[config.mk]
export PLATFORM = sky130hd
export DESIGN_NAME = bldc_hall_block_commutation_unit
export DESIGN_NICKNAME = d
export VERILOG_FILES = /design/src/sv/bhc_pkg.sv /design/src/sv/bldc_hall_block_commutation_unit.sv
export VERILOG_INCLUDE_DIRS = /design/src /design/src/sv
export SDC_FILE = /design/constraint.sdc
export NUM_CORES = 1
export LEC_CHECK = 0
export BUFFER_PORTS_ARGS = -buffer_cell sky130_fd_sc_hd__buf_2
export CAP_MARGIN = 15
export CORE_MARGIN = 2
export CORE_UTILIZATION = 30
export CTS_BUF_LIST = sky130_fd_sc_hd__clkbuf_4 sky130_fd_sc_hd__clkbuf_8
export CTS_CLUSTER_DIAMETER = 200
export CTS_CLUSTER_SIZE = 28
export DETAILED_ROUTE_END_ITERATION = 6
export RECOVER_POWER = 25
export SLEW_MARGIN = 20
export SYNTH_ARGS = -nofsm -noshare
export SYNTH_HDL_FRONTEND = slang
export SYNTH_SLANG_ARGS = --single-unit
[constraint.sdc]
create_clock -name clk -period 11 [get_ports clk]
set_input_delay 1.1 -clock clk [delete_from_list [all_inputs] [get_ports clk]]
set_output_delay 1.1 -clock clk [all_outputs]
set_load 0.01 [all_outputs]
[src/sv/assert_macros.svh]
// assertion helpers, clocked on clk and held off while rst_n is low
`ifndef ASSERT_MACROS_SVH
`define ASSERT_MACROS_SVH

`ifndef NO_ASSERTIONS
`define BHC_ASSERT(lbl, prop) \
    lbl: assert property (@(posedge clk) disable iff (!rst_n) (prop)) \
        else $error("%m: check failed");
`define BHC_NEVER(lbl, expr) \
    lbl: assert property (@(posedge clk) disable iff (!rst_n) !(expr)) \
        else $error("%m: forbidden condition seen");
`else
`define BHC_ASSERT(lbl, prop)
`define BHC_NEVER(lbl, expr)
`endif

`endif

[src/sv/bhc_pkg.sv]
`timescale 1ns / 1ps

package bhc_pkg;

    typedef logic [11:0]        duty_t;
    typedef logic [11:0]        adc_t;
    typedef logic signed [11:0] cmd_t;
    typedef logic [2:0]         pos_t;
    typedef logic signed [12:0] phase_t;

    localparam int   CMD_LIMIT     = 1125;
    localparam int   DUTY_MARGIN   = 10;
    localparam adc_t OFFSET_RESET  = 12'd2000;
    localparam adc_t LIMIT_RESET   = 12'd4095;
    localparam int   PHASE_SAT     = 4095;

    localparam pos_t POS_NONE = 3'd0;
    localparam pos_t POS_1    = 3'd1;
    localparam pos_t POS_2    = 3'd2;
    localparam pos_t POS_3    = 3'd3;
    localparam pos_t POS_4    = 3'd4;
    localparam pos_t POS_5    = 3'd5;
    localparam pos_t POS_6    = 3'd6;

    // hall code a + 2b + 4c to commutation step
    function automatic pos_t hall_step(input logic [2:0] code);
        pos_t p;
        case (code)
            3'd1:    p = POS_3;
            3'd2:    p = POS_5;
            3'd3:    p = POS_4;
            3'd4:    p = POS_1;
            3'd5:    p = POS_2;
            3'd6:    p = POS_6;
            default: p = POS_NONE;
        endcase
        return p;
    endfunction

    // signed odometer increment for a move from last to cur
    function automatic logic signed [2:0] odo_step(input pos_t last, input pos_t cur);
        logic signed [4:0] d;
        logic signed [2:0] s;
        d = $signed({2'b00, last}) - $signed({2'b00, cur});
        if (d < 0)
            d = d + 5'sd6;
        if (d >= 5'sd6)
            d = d - 5'sd6;
        case (d)
            5'sd1:   s = 3'sd1;
            5'sd2:   s = 3'sd2;
            5'sd4:   s = -3'sd2;
            5'sd5:   s = -3'sd1;
            default: s = 3'sd0;
        endcase
        return s;
    endfunction

    // phase value around the half period, clamped to margin..period-margin
    function automatic duty_t duty_clamp(input phase_t v, input duty_t half,
                                         input duty_t hi);
        logic signed [13:0] d;
        d = 14'(v) + $signed({2'b00, half});
        if (d < 14'sd10)
            d = 14'sd10;
        if (d > $signed({2'b00, hi}))
            d = $signed({2'b00, hi});
        return d[11:0];
    endfunction

endpackage

[src/sv/bldc_hall_block_commutation_unit.sv]
`timescale 1ns / 1ps
`include "assert_macros.svh"

// Six-step hall commutation, one input word per PWM period.
// Input channel: hall_a/b/c, current_sample, enable, timed_out, pwm_command
// with in_valid / in_stall. Output channel: duty_a/b/c, output_on, position,
// odometer, speed_period, speed_reverse with out_valid / out_stall.
// Configuration: cfg_wr_en writes cfg_wr_data into the current limit.
// A word is captured in an input register and processed from there; its
// result lands in the output register and raises out_valid. One word per
// cycle is sustained while out_stall does not hold it back; the single pass
// through the scaling, filter and clamp logic between the two registers sets
// that rate. The first CALIB_ITEMS words only average the current offset and
// produce no output word.
// Reset clears the filter, odometer, speed tracking and calibration count,
// sets the offset to 2000 and the limit to 4095.
// While out_stall holds a full output register, the input register keeps
// its word and in_stall is raised; calibration words never wait on it.
module bldc_hall_block_commutation_unit #(
    parameter int FILTER_BITS   = 12,
    parameter int PWM_PERIOD    = 2250,
    parameter int CALIB_ITEMS   = 1000,
    parameter int SPEED_TIMEOUT = 4000
) (
    input  logic            clk,
    input  logic            rst_n,
    input  logic            cfg_wr_en,
    input  bhc_pkg::adc_t   cfg_wr_data,
    input  logic            in_valid,
    output logic            in_stall,
    input  logic            hall_a,
    input  logic            hall_b,
    input  logic            hall_c,
    input  bhc_pkg::adc_t   current_sample,
    input  logic            enable,
    input  logic            timed_out,
    input  bhc_pkg::cmd_t   pwm_command,
    output logic            out_valid,
    input  logic            out_stall,
    output bhc_pkg::duty_t  duty_a,
    output bhc_pkg::duty_t  duty_b,
    output bhc_pkg::duty_t  duty_c,
    output logic            output_on,
    output bhc_pkg::pos_t   position,
    output logic signed [31:0] odometer,
    output logic [11:0]     speed_period,
    output logic            speed_reverse
);
    import bhc_pkg::*;

    localparam duty_t HALF     = duty_t'(PWM_PERIOD / 2);
    localparam duty_t DUTY_HI  = duty_t'(PWM_PERIOD - DUTY_MARGIN);
    localparam logic [9:0]  CALIB_N = 10'(CALIB_ITEMS);
    localparam logic [11:0] SPD_TO  = 12'(SPEED_TIMEOUT);

    // configuration and state
    adc_t               limit_reg;
    adc_t               offset_reg, offset_next;
    logic [9:0]         calib_reg;
    logic signed [31:0] acc_reg, acc_next;
    pos_t               last_pos_reg;
    logic signed [31:0] odo_reg, odo_next;
    logic [11:0]        spd_cnt_reg, spd_cnt_next;
    logic [11:0]        period_reg, period_next;
    logic               rev_reg, rev_next;

    // input register
    logic        s1_valid_reg;
    logic [2:0]  s1_hall_reg;
    adc_t        s1_sample_reg;
    logic        s1_en_reg;
    logic        s1_to_reg;
    cmd_t        s1_cmd_reg;

    // output register
    logic        out_valid_reg;
    duty_t       duty_a_reg, duty_b_reg, duty_c_reg;
    logic        on_reg;
    pos_t        pos_reg;

    logic calib_active, s1_adv, s1_fire, in_take;

    assign calib_active = calib_reg < CALIB_N;
    assign s1_adv       = !out_valid_reg || !out_stall || calib_active;
    assign s1_fire      = s1_valid_reg && s1_adv && !calib_active;
    assign in_stall     = s1_valid_reg && !s1_adv;
    assign in_take      = in_valid && !in_stall;

    // command scaling by 9/8 toward zero, then clamp
    logic signed [15:0] cmd9;
    logic signed [15:0] cmd_div;
    logic signed [15:0] cmd_lim;
    logic signed [12:0] sdiff;
    adc_t               adiff;
    logic signed [31:0] filt;
    phase_t             fsat, ph_a, ph_b, ph_c;
    pos_t               pos;
    logic               on;
    logic [11:0]        spd_inc;

    always_comb
    begin
        cmd9 = ($signed(16'(s1_cmd_reg)) <<< 3) + $signed(16'(s1_cmd_reg));
        if (cmd9 < 0)
            cmd_div = (cmd9 + 16'sd7) >>> 3;
        else
            cmd_div = cmd9 >>> 3;
        if (cmd_div > 16'(CMD_LIMIT))
            cmd_lim = 16'(CMD_LIMIT);
        else if (cmd_div < -16'(CMD_LIMIT))
            cmd_lim = -16'(CMD_LIMIT);
        else
            cmd_lim = cmd_div;

        sdiff = $signed({1'b0, s1_sample_reg}) - $signed({1'b0, offset_reg});
        adiff = (sdiff < 0) ? 12'(-sdiff) : sdiff[11:0];
        on    = !(adiff > limit_reg) && s1_en_reg && !s1_to_reg;

        pos = hall_step(s1_hall_reg);

        acc_next = acc_reg - (acc_reg >>> FILTER_BITS) + 32'(cmd_lim);
        filt     = acc_next >>> FILTER_BITS;
        // beyond this range every duty clamps the same way
        if (filt > 32'sd4095)
            fsat = 13'(PHASE_SAT);
        else if (filt < -32'sd4095)
            fsat = -13'(PHASE_SAT);
        else
            fsat = filt[12:0];

        ph_a = '0;
        ph_b = '0;
        ph_c = '0;
        case (pos)
            POS_1:
            begin
                ph_b = fsat;
                ph_c = -fsat;
            end
            POS_2:
            begin
                ph_a = -fsat;
                ph_b = fsat;
            end
            POS_3:
            begin
                ph_a = -fsat;
                ph_c = fsat;
            end
            POS_4:
            begin
                ph_b = -fsat;
                ph_c = fsat;
            end
            POS_5:
            begin
                ph_a = fsat;
                ph_b = -fsat;
            end
            POS_6:
            begin
                ph_a = fsat;
                ph_c = -fsat;
            end
            default:
            begin
                ph_a = '0;
            end
        endcase

        odo_next = odo_reg + 32'(odo_step(last_pos_reg, pos));

        spd_inc = (spd_cnt_reg < SPD_TO) ? spd_cnt_reg + 12'd1 : spd_cnt_reg;
        if (last_pos_reg != POS_1 && pos == POS_1)
        begin
            period_next  = spd_inc;
            rev_next     = (last_pos_reg == POS_2);
            spd_cnt_next = '0;
        end
        else if (spd_inc >= SPD_TO)
        begin
            period_next  = '0;
            rev_next     = 1'b0;
            spd_cnt_next = spd_inc;
        end
        else
        begin
            period_next  = period_reg;
            rev_next     = rev_reg;
            spd_cnt_next = spd_inc;
        end

        offset_next = 12'(({1'b0, s1_sample_reg} + {1'b0, offset_reg}) >> 1);
    end

    always_ff @(posedge clk or negedge rst_n)
    begin
        if (!rst_n)
        begin
            limit_reg     <= LIMIT_RESET;
            offset_reg    <= OFFSET_RESET;
            calib_reg     <= '0;
            acc_reg       <= '0;
            last_pos_reg  <= POS_NONE;
            odo_reg       <= '0;
            spd_cnt_reg   <= '0;
            period_reg    <= '0;
            rev_reg       <= 1'b0;
            s1_valid_reg  <= 1'b0;
            out_valid_reg <= 1'b0;
        end
        else
        begin
            if (cfg_wr_en)
                limit_reg <= cfg_wr_data;

            if (in_take)
                s1_valid_reg <= 1'b1;
            else if (s1_adv)
                s1_valid_reg <= 1'b0;

            if (s1_valid_reg && calib_active)
            begin
                calib_reg  <= calib_reg + 10'd1;
                offset_reg <= offset_next;
            end

            if (s1_fire)
            begin
                acc_reg      <= acc_next;
                last_pos_reg <= pos;
                odo_reg      <= odo_next;
                spd_cnt_reg  <= spd_cnt_next;
                period_reg   <= period_next;
                rev_reg      <= rev_next;
            end

            if (s1_fire)
                out_valid_reg <= 1'b1;
            else if (!out_stall)
                out_valid_reg <= 1'b0;
        end
    end

    // payload registers
    always_ff @(posedge clk)
    begin
        if (in_take)
        begin
            s1_hall_reg   <= {hall_c, hall_b, hall_a};
            s1_sample_reg <= current_sample;
            s1_en_reg     <= enable;
            s1_to_reg     <= timed_out;
            s1_cmd_reg    <= pwm_command;
        end
        if (s1_fire)
        begin
            duty_a_reg <= duty_clamp(ph_a, HALF, DUTY_HI);
            duty_b_reg <= duty_clamp(ph_b, HALF, DUTY_HI);
            duty_c_reg <= duty_clamp(ph_c, HALF, DUTY_HI);
            on_reg     <= on;
            pos_reg    <= pos;
        end
    end

    assign out_valid     = out_valid_reg;
    assign duty_a        = duty_a_reg;
    assign duty_b        = duty_b_reg;
    assign duty_c        = duty_c_reg;
    assign output_on     = on_reg;
    assign position      = pos_reg;
    assign odometer      = odo_reg;
    assign speed_period  = period_reg;
    assign speed_reverse = rev_reg;

    logic duty_a_ok, duty_b_ok, duty_c_ok, all_half;

    assign duty_a_ok = duty_a >= duty_t'(DUTY_MARGIN) && duty_a <= DUTY_HI;
    assign duty_b_ok = duty_b >= duty_t'(DUTY_MARGIN) && duty_b <= DUTY_HI;
    assign duty_c_ok = duty_c >= duty_t'(DUTY_MARGIN) && duty_c <= DUTY_HI;
    assign all_half  = duty_a == HALF && duty_b == HALF && duty_c == HALF;

    // calibration words never produce an output word
    `BHC_ASSERT(a_calib_silent, s1_valid_reg && calib_active && !out_valid_reg |=> !out_valid_reg)
    // invalid hall code parks every phase at the half period
    `BHC_ASSERT(a_park_half, out_valid && position == POS_NONE |-> all_half)
    `BHC_ASSERT(a_duty_range, out_valid |-> duty_a_ok && duty_b_ok && duty_c_ok)
    `BHC_NEVER(a_calib_over, calib_reg > CALIB_N)
    // a held period is never beyond the timeout
    `BHC_NEVER(a_period_range, period_reg > SPD_TO)
    // a timed-out counter carries no direction
    `BHC_NEVER(a_timeout_dir, rev_reg && spd_cnt_reg >= SPD_TO)

endmodule
# After elaboration in Yosys (flattened, before gate mapping)
# Cells that the tools add are included.
# word_totals
register_bits,197
input_bits,46
wordCells,130
# op_classes
addsub,17
magnitude_cmp,18
eq_ne,19
n_mux,29
n_reduce_logical,26
# op_table
cell,count
$mux 14,6
$pmux 13 s2,3
$mux 12,5
$mux 16,3
$add 13x12->14 const B,3
$gt 14x13->1 const B,3
$lt 14x5->1 const B,3
$add 32x16->32,1
$add 32x3->32,1
$sub 32x20->32,1
$mux 13,2
$gt 20x13->1 const B,1
$lt 20x13->1 const B,1
$eq 3x3->1 const B,6
$pmux 3 s6,1
$add 15x12->16,1
$add 16x4->16 const B,1
$gt 16x12->1 const B,1
$lt 16x1->1 const B,1
$lt 16x12->1 const B,1
$eq 3x2->1 const B,5
$add 12x12->13,1
$lt 13x1->1 const B,1
$neg 13->13,1
28 further kinds,56

# Longest topological paths before layout
# logic_depth
depth_word,17
mapped_depth,51
ltp_nobuf,47

# Worst setup path before layout
# No wires, ideal clock.
# synth_path
path_kind,register to register
startpoint,register s1_cmd_reg[3]
endpoint,"register duty_c_reg[3], in the netlist duty_c[3] (data pin)"
arrival_time_ns,11.111
path_slack_ns,-0.379
path_stages_with_launch,45
path_buffers,5
synth_period_minus_slack_ns,11.379
cell_sequence,edfxtp_1 > ha_1 > fa_1 > a211o_1 > a2111o_1 > nand3_1 > nand2_1 > nor4_1 > nand3_1 > o21ai_0 > o211ai_1 > ha_1 > nand2b_1 > fa_1 > inv_1 > ha_1 > nand2_1 > or4_1 > (+9 left out) > buf_6 > buf_4 > o21ai_0 > ha_1 > clkbuf_1 > or3_1 > a21o_1 > a211oi_1 > o311ai_2 > mux2i_1 > nor2_1 > and4b_1 > ha_1 > or3_1 > o32ai_2 > a21boi_1 > a2111oi_2 > nor3_1
# synth_via
elab_chain_cells,17
elab_cells_between_ends,20
cone_classes,5 x add/sub; 7 x order compare; 8 x mux
# synth_lines
item,line,rtl
from (decl),bldc_hall_block_commutation_unit.sv:73,cmd_t s1_cmd_reg;
from (signal assigned),bldc_hall_block_commutation_unit.sv:254,s1_cmd_reg <= pwm_command;
$add 15x12->16 *,bldc_hall_block_commutation_unit.sv:103,cmd9 = ($signed(16'(s1_cmd_reg)) <<< 3) + $signed(16'(s1_cmd_reg));
$add 16x4->16 or $lt 16x1->1 (tied branches),"bldc_hall_block_commutation_unit.sv:105, bldc_hall_block_commutation_unit.sv:104",
$mux 16 *,bldc_hall_block_commutation_unit.sv:104,if (cmd9 < 0)
$lt 16x12->1,bldc_hall_block_commutation_unit.sv:110,else if (cmd_div < -16'(CMD_LIMIT))
$mux 16,bldc_hall_block_commutation_unit.sv:110,
$mux 16 *,bldc_hall_block_commutation_unit.sv:108,if (cmd_div > 16'(CMD_LIMIT))
$add 32x16->32 *,bldc_hall_block_commutation_unit.sv:121,acc_next = acc_reg - (acc_reg >>> FILTER_BITS) + 32'(cmd_lim);
$lt 20x13->1,bldc_hall_block_commutation_unit.sv:126,else if (filt < -32'sd4095)
$mux 13,bldc_hall_block_commutation_unit.sv:126,
$mux 13 *,bldc_hall_block_commutation_unit.sv:124,if (filt > 32'sd4095)
$neg 13->13,"bldc_hall_block_commutation_unit.sv:138, bldc_hall_block_commutation_unit.sv:163",
$pmux 13 s2 *,bldc_hall_block_commutation_unit.sv:134,case (pos)
$add 13x12->14 *,bhc_pkg.sv:63,"d = 14'(v) + $signed({2'b00, half});"
$lt 14x5->1,bhc_pkg.sv:64,if (d < 14'sd10)
$mux 14 *,bhc_pkg.sv:64,
$mux 14 *,bldc_hall_block_commutation_unit.sv:256,if (s1_fire)
$gt 14x13->1,bhc_pkg.sv:66,"if (d > $signed({2'b00, hi}))"
to (signal assigned),bldc_hall_block_commutation_unit.sv:260,"duty_c_reg <= duty_clamp(ph_c, HALF, DUTY_HI);"
to (decl),bldc_hall_block_commutation_unit.sv:77,"duty_t duty_a_reg, duty_b_reg, duty_c_reg;"
# Mark *: on every way between the ends. The rest lies on a longest branch, timed or not. The select of a mux whose other input is x is not followed.
# A chain may end at the register's enable or synchronous reset.

# Worst setup path after layout
# layout_path
startpoint,register s1_cmd_reg[0]
endpoint,"register duty_c_reg[2], in the netlist duty_c[2] (data pin)"
# The elaborated chain is that of the path after synthesis.

==> results.md <==
* Share of layout cells above drive strength 1 at 22.2%
* Pins Over Slew Limit at around 130
* Most frequent cells in the layout: 231 x nand2_1, 174 x inv_1, 173 x buf_4
* Via Count at between 15000 and 20000
* Starting density of the core at a little under a third
* Die boundary width at 250 um
* Actual transition at the worst max-transition pin at 4110 ps
* Clock share of power at ~11%
* Vias in the first global route at ~17000
* Final Cycle Share at around 98%
* Total gr overflow at 0
* Clock transition at path regs at about 120 ps
* GRT met1 Usage at 23.0%
* Tot Pwr at a little under 5 mW
* Pwr Density at 218 nW/um^2
* Number of flops mapped to enable cells by yosys at roughly 70
* Switching share of power at between 40% and 50%
* Cell Area, Synth at 18100 um^2
* Psw at 2.33 mW
* Startpoint Class: register
* CTS Hold Bufs at 0
* Worst VDD drop at 0.104 mV
* Die ar. at about 62000 um^2
* WP data required at ~11000 ps
* CTS buffer count at 17
* Met3 Resource Use GR at roughly 2.7%
* Largest net degree at the start of global routing at slightly below 100
* H-tree Lvls at 4
* GRT Max-Usage Layer: met2
* Status: finished, violations left
* Number of port buffers at ~130
* Die H at 250 um
* Library cells used by synthesis at 120
* Post-Syn Nets at 2346
* FMAX at between 90 and 100 MHz
* Clk sinks at 197
* Skew-Pair Late Insertion Delay at 570 ps
* DRT Pass-1 Iters at 5
* Post-route insts no fill at between 3000 and 4000
* Reg power frac at between 10% and 20%
* HPWL after DPL at approximately 43000 um
* Final hold vios at 0
* Ant diodes at 0
* WL per Instance at 17.4 um
* Util after Layout at a little over a third
* Failing checks: capacitance limit, slew limit
* Critical Path Max Stage Delay at roughly 540 ps
* Final setup viols at 0
* Clk_skew at between 20 and 25 ps
* Core region area at approximately 60000 um^2
* Final nets at roughly 2600
* Sequential-to-total area share from yosys stat at between 20% and 30%
* Placed instance count at 3124
* Tmin final at ~11000 ps
* Antenna-violating nets left at 0
* Internal Pwr Total at between 2 and 2.5 mW
* Crit-path max FO at 7
* Clock tree buffer depth at 2
* Number of cell rows at 90
* Comb power frac at around 70%
* Post-synth ARST share at between 60% and 70%
* Initial antenna violation count at 0
* P_leak at 9.56 nW
* Arr. time, crit path at 11100 ps
* Kind of critical path: reg2reg
* FF-to-FF setup slack at 220 ps
* Max Cap Viol at 2
* Avg Cell Area, Syn at ~8.5 um^2
* Commonest non-fill, non-tap cell in the layout: nand2_1
* Class of the tightest hold or removal check: reg2reg
* Met2 GRT Util at between 20% and 30%
* Synthesis warning total at 0
* Post-route DRC violation count at 0
* Layout area overhead at 21.3%
* CTS tree: built
* CP Capture Type: register
* Routed Wire Length at ~56000 um
* Cell count after synthesis at 2133
* Avg Vias per Cell at roughly 5.4
* Initial detailed-routing violation count at roughly 1200
* Register bit count reported by yosys at around 200
* Worst slew margin at -174%
* Ys flop type: dfrtp_1
* Root buffer cell: clkbuf_8
* CP max stage cell: or4_4
* # IOs at around 130
* CP most frequent cell: buf_4
* RSZ-0062 raised after global routing: true
* Gr usage total at ~17%
* Routability Congestion at approximately 0.96
* First-pass GRT wire length at approximately 88000 um
==> layout make-up <==
cell class,count,area (um^2)
clock buffers,18,241
clock inverters,14,208
fillers,6065,38000
inverters,180,678
multi-input cells,1687,12600
flip-flops and latches,197,5300
well taps,782,978
repair buffers,313,2030
==> stage by stage <==
| step | setup slack [ps] | TNS [ps] | area (um^2) | hold slack [ps] |
|---|---|---|---|---|
| 2_1_floorplan | 29.9 | 0 | 18200 | 434 |
| 4_1_cts | 3.22 | 0 | 21200 | 438 |
| 3_3_place_gp | -4.89 | -4.89 | 20600 | 446 |
| 3_5_place_dp | -195 | -1550 | 20600 | 450 |
| 6_report | 218 | 0 | 22000 | 468 |
| 5_1_grt | -242 | -2830 | 22000 | 492 |
==> critical path: cells and delay by family (launching register included) <==
kind	cells	cell delay [ps]
and+or+nand+nor	18	3950
AOI/OAI and AO/OA	14	2950
muxes	1	100
buffers and inverters	7	930
xor gates and xnor gates	1	330
DFF	1	420
adders and majority gates	6	1800
==> kinds of logic (layout without fill, tap and decap cells) <==
family                   count (synthesis)  in the layout  synth area share, %
buffers and inverters                  249            525                 5.35
AO/OA/AOI/OAI                          661            661                 25.4
adder cells (fa/ha/maj)                167            167                 13.0
XOR/XNOR                               132            132                 6.37
multiplexers                            19             19                 1.17
AND/OR/NAND/NOR                        708            708                 19.5
flip-flops                             197            197                 29.2
==> final timing paths <==
check | cells after the start | start | to
min | 1 | calib_reg[7] | calib_reg[7]
max reg2reg | 47 | s1_cmd_reg[0] | duty_c[2]
min in group asynchronous | 1 | rst_n | odometer[20]
min reg2reg | 1 | calib_reg[7] | calib_reg[7]
max | 47 | s1_cmd_reg[0] | duty_c[2]
max in group asynchronous | 2 | rst_n | spd_cnt_reg[4]
==> cells in the mapped netlist (all sizes together), types with 21 or more instances <==
library cell	instances	area share [%]
a211oi	26	1.2
a21o	38	1.6
a21oi	131	3.7
a31oi	21	0.76
and3	27	0.93
clkbuf	50	1.0
dfrtp	110	15
edfxtp	69	11
fa	36	4.0
ha	131	9.0
inv	180	3.7
nand2	237	4.9
nand2b	25	0.86
nand3	65	1.8
nand4	26	0.90
nor2	156	3.3
nor3	44	1.4
o211ai	40	1.7
o21ai	183	5.0
o21bai	22	0.91
o31ai	23	0.98
xnor2	80	3.9
xor2	52	2.5
==> power by group through the flow <==
stage | registers (mW) | clock network [mW] | logic [mW]
detailed placement | 0.901 | 0 | 3.06
global placement | 0.898 | 0 | 3.01
finish | 0.886 | 0.548 | 3.37
floorplan | 0.891 | 0 | 2.12
global route | 0.893 | 0.594 | 3.68
CTS | 0.886 | 0.571 | 3.10
==> layer usage <==
layer	part of all wire, %	vias up
li1	-	8302
met1	46	8338
met2	47	456
met3	4.5	87
met4	2.6	0
met5	0	-
==> what timing repair did <==
item                                    in CTS  in global routing
pin swaps                                    4                 66
buffers inserted                             4                 31
endpoints found under the setup margin      24                 32
gates resized for setup                     11                130
Note: power is estimated with default switching activity, not from simulation.
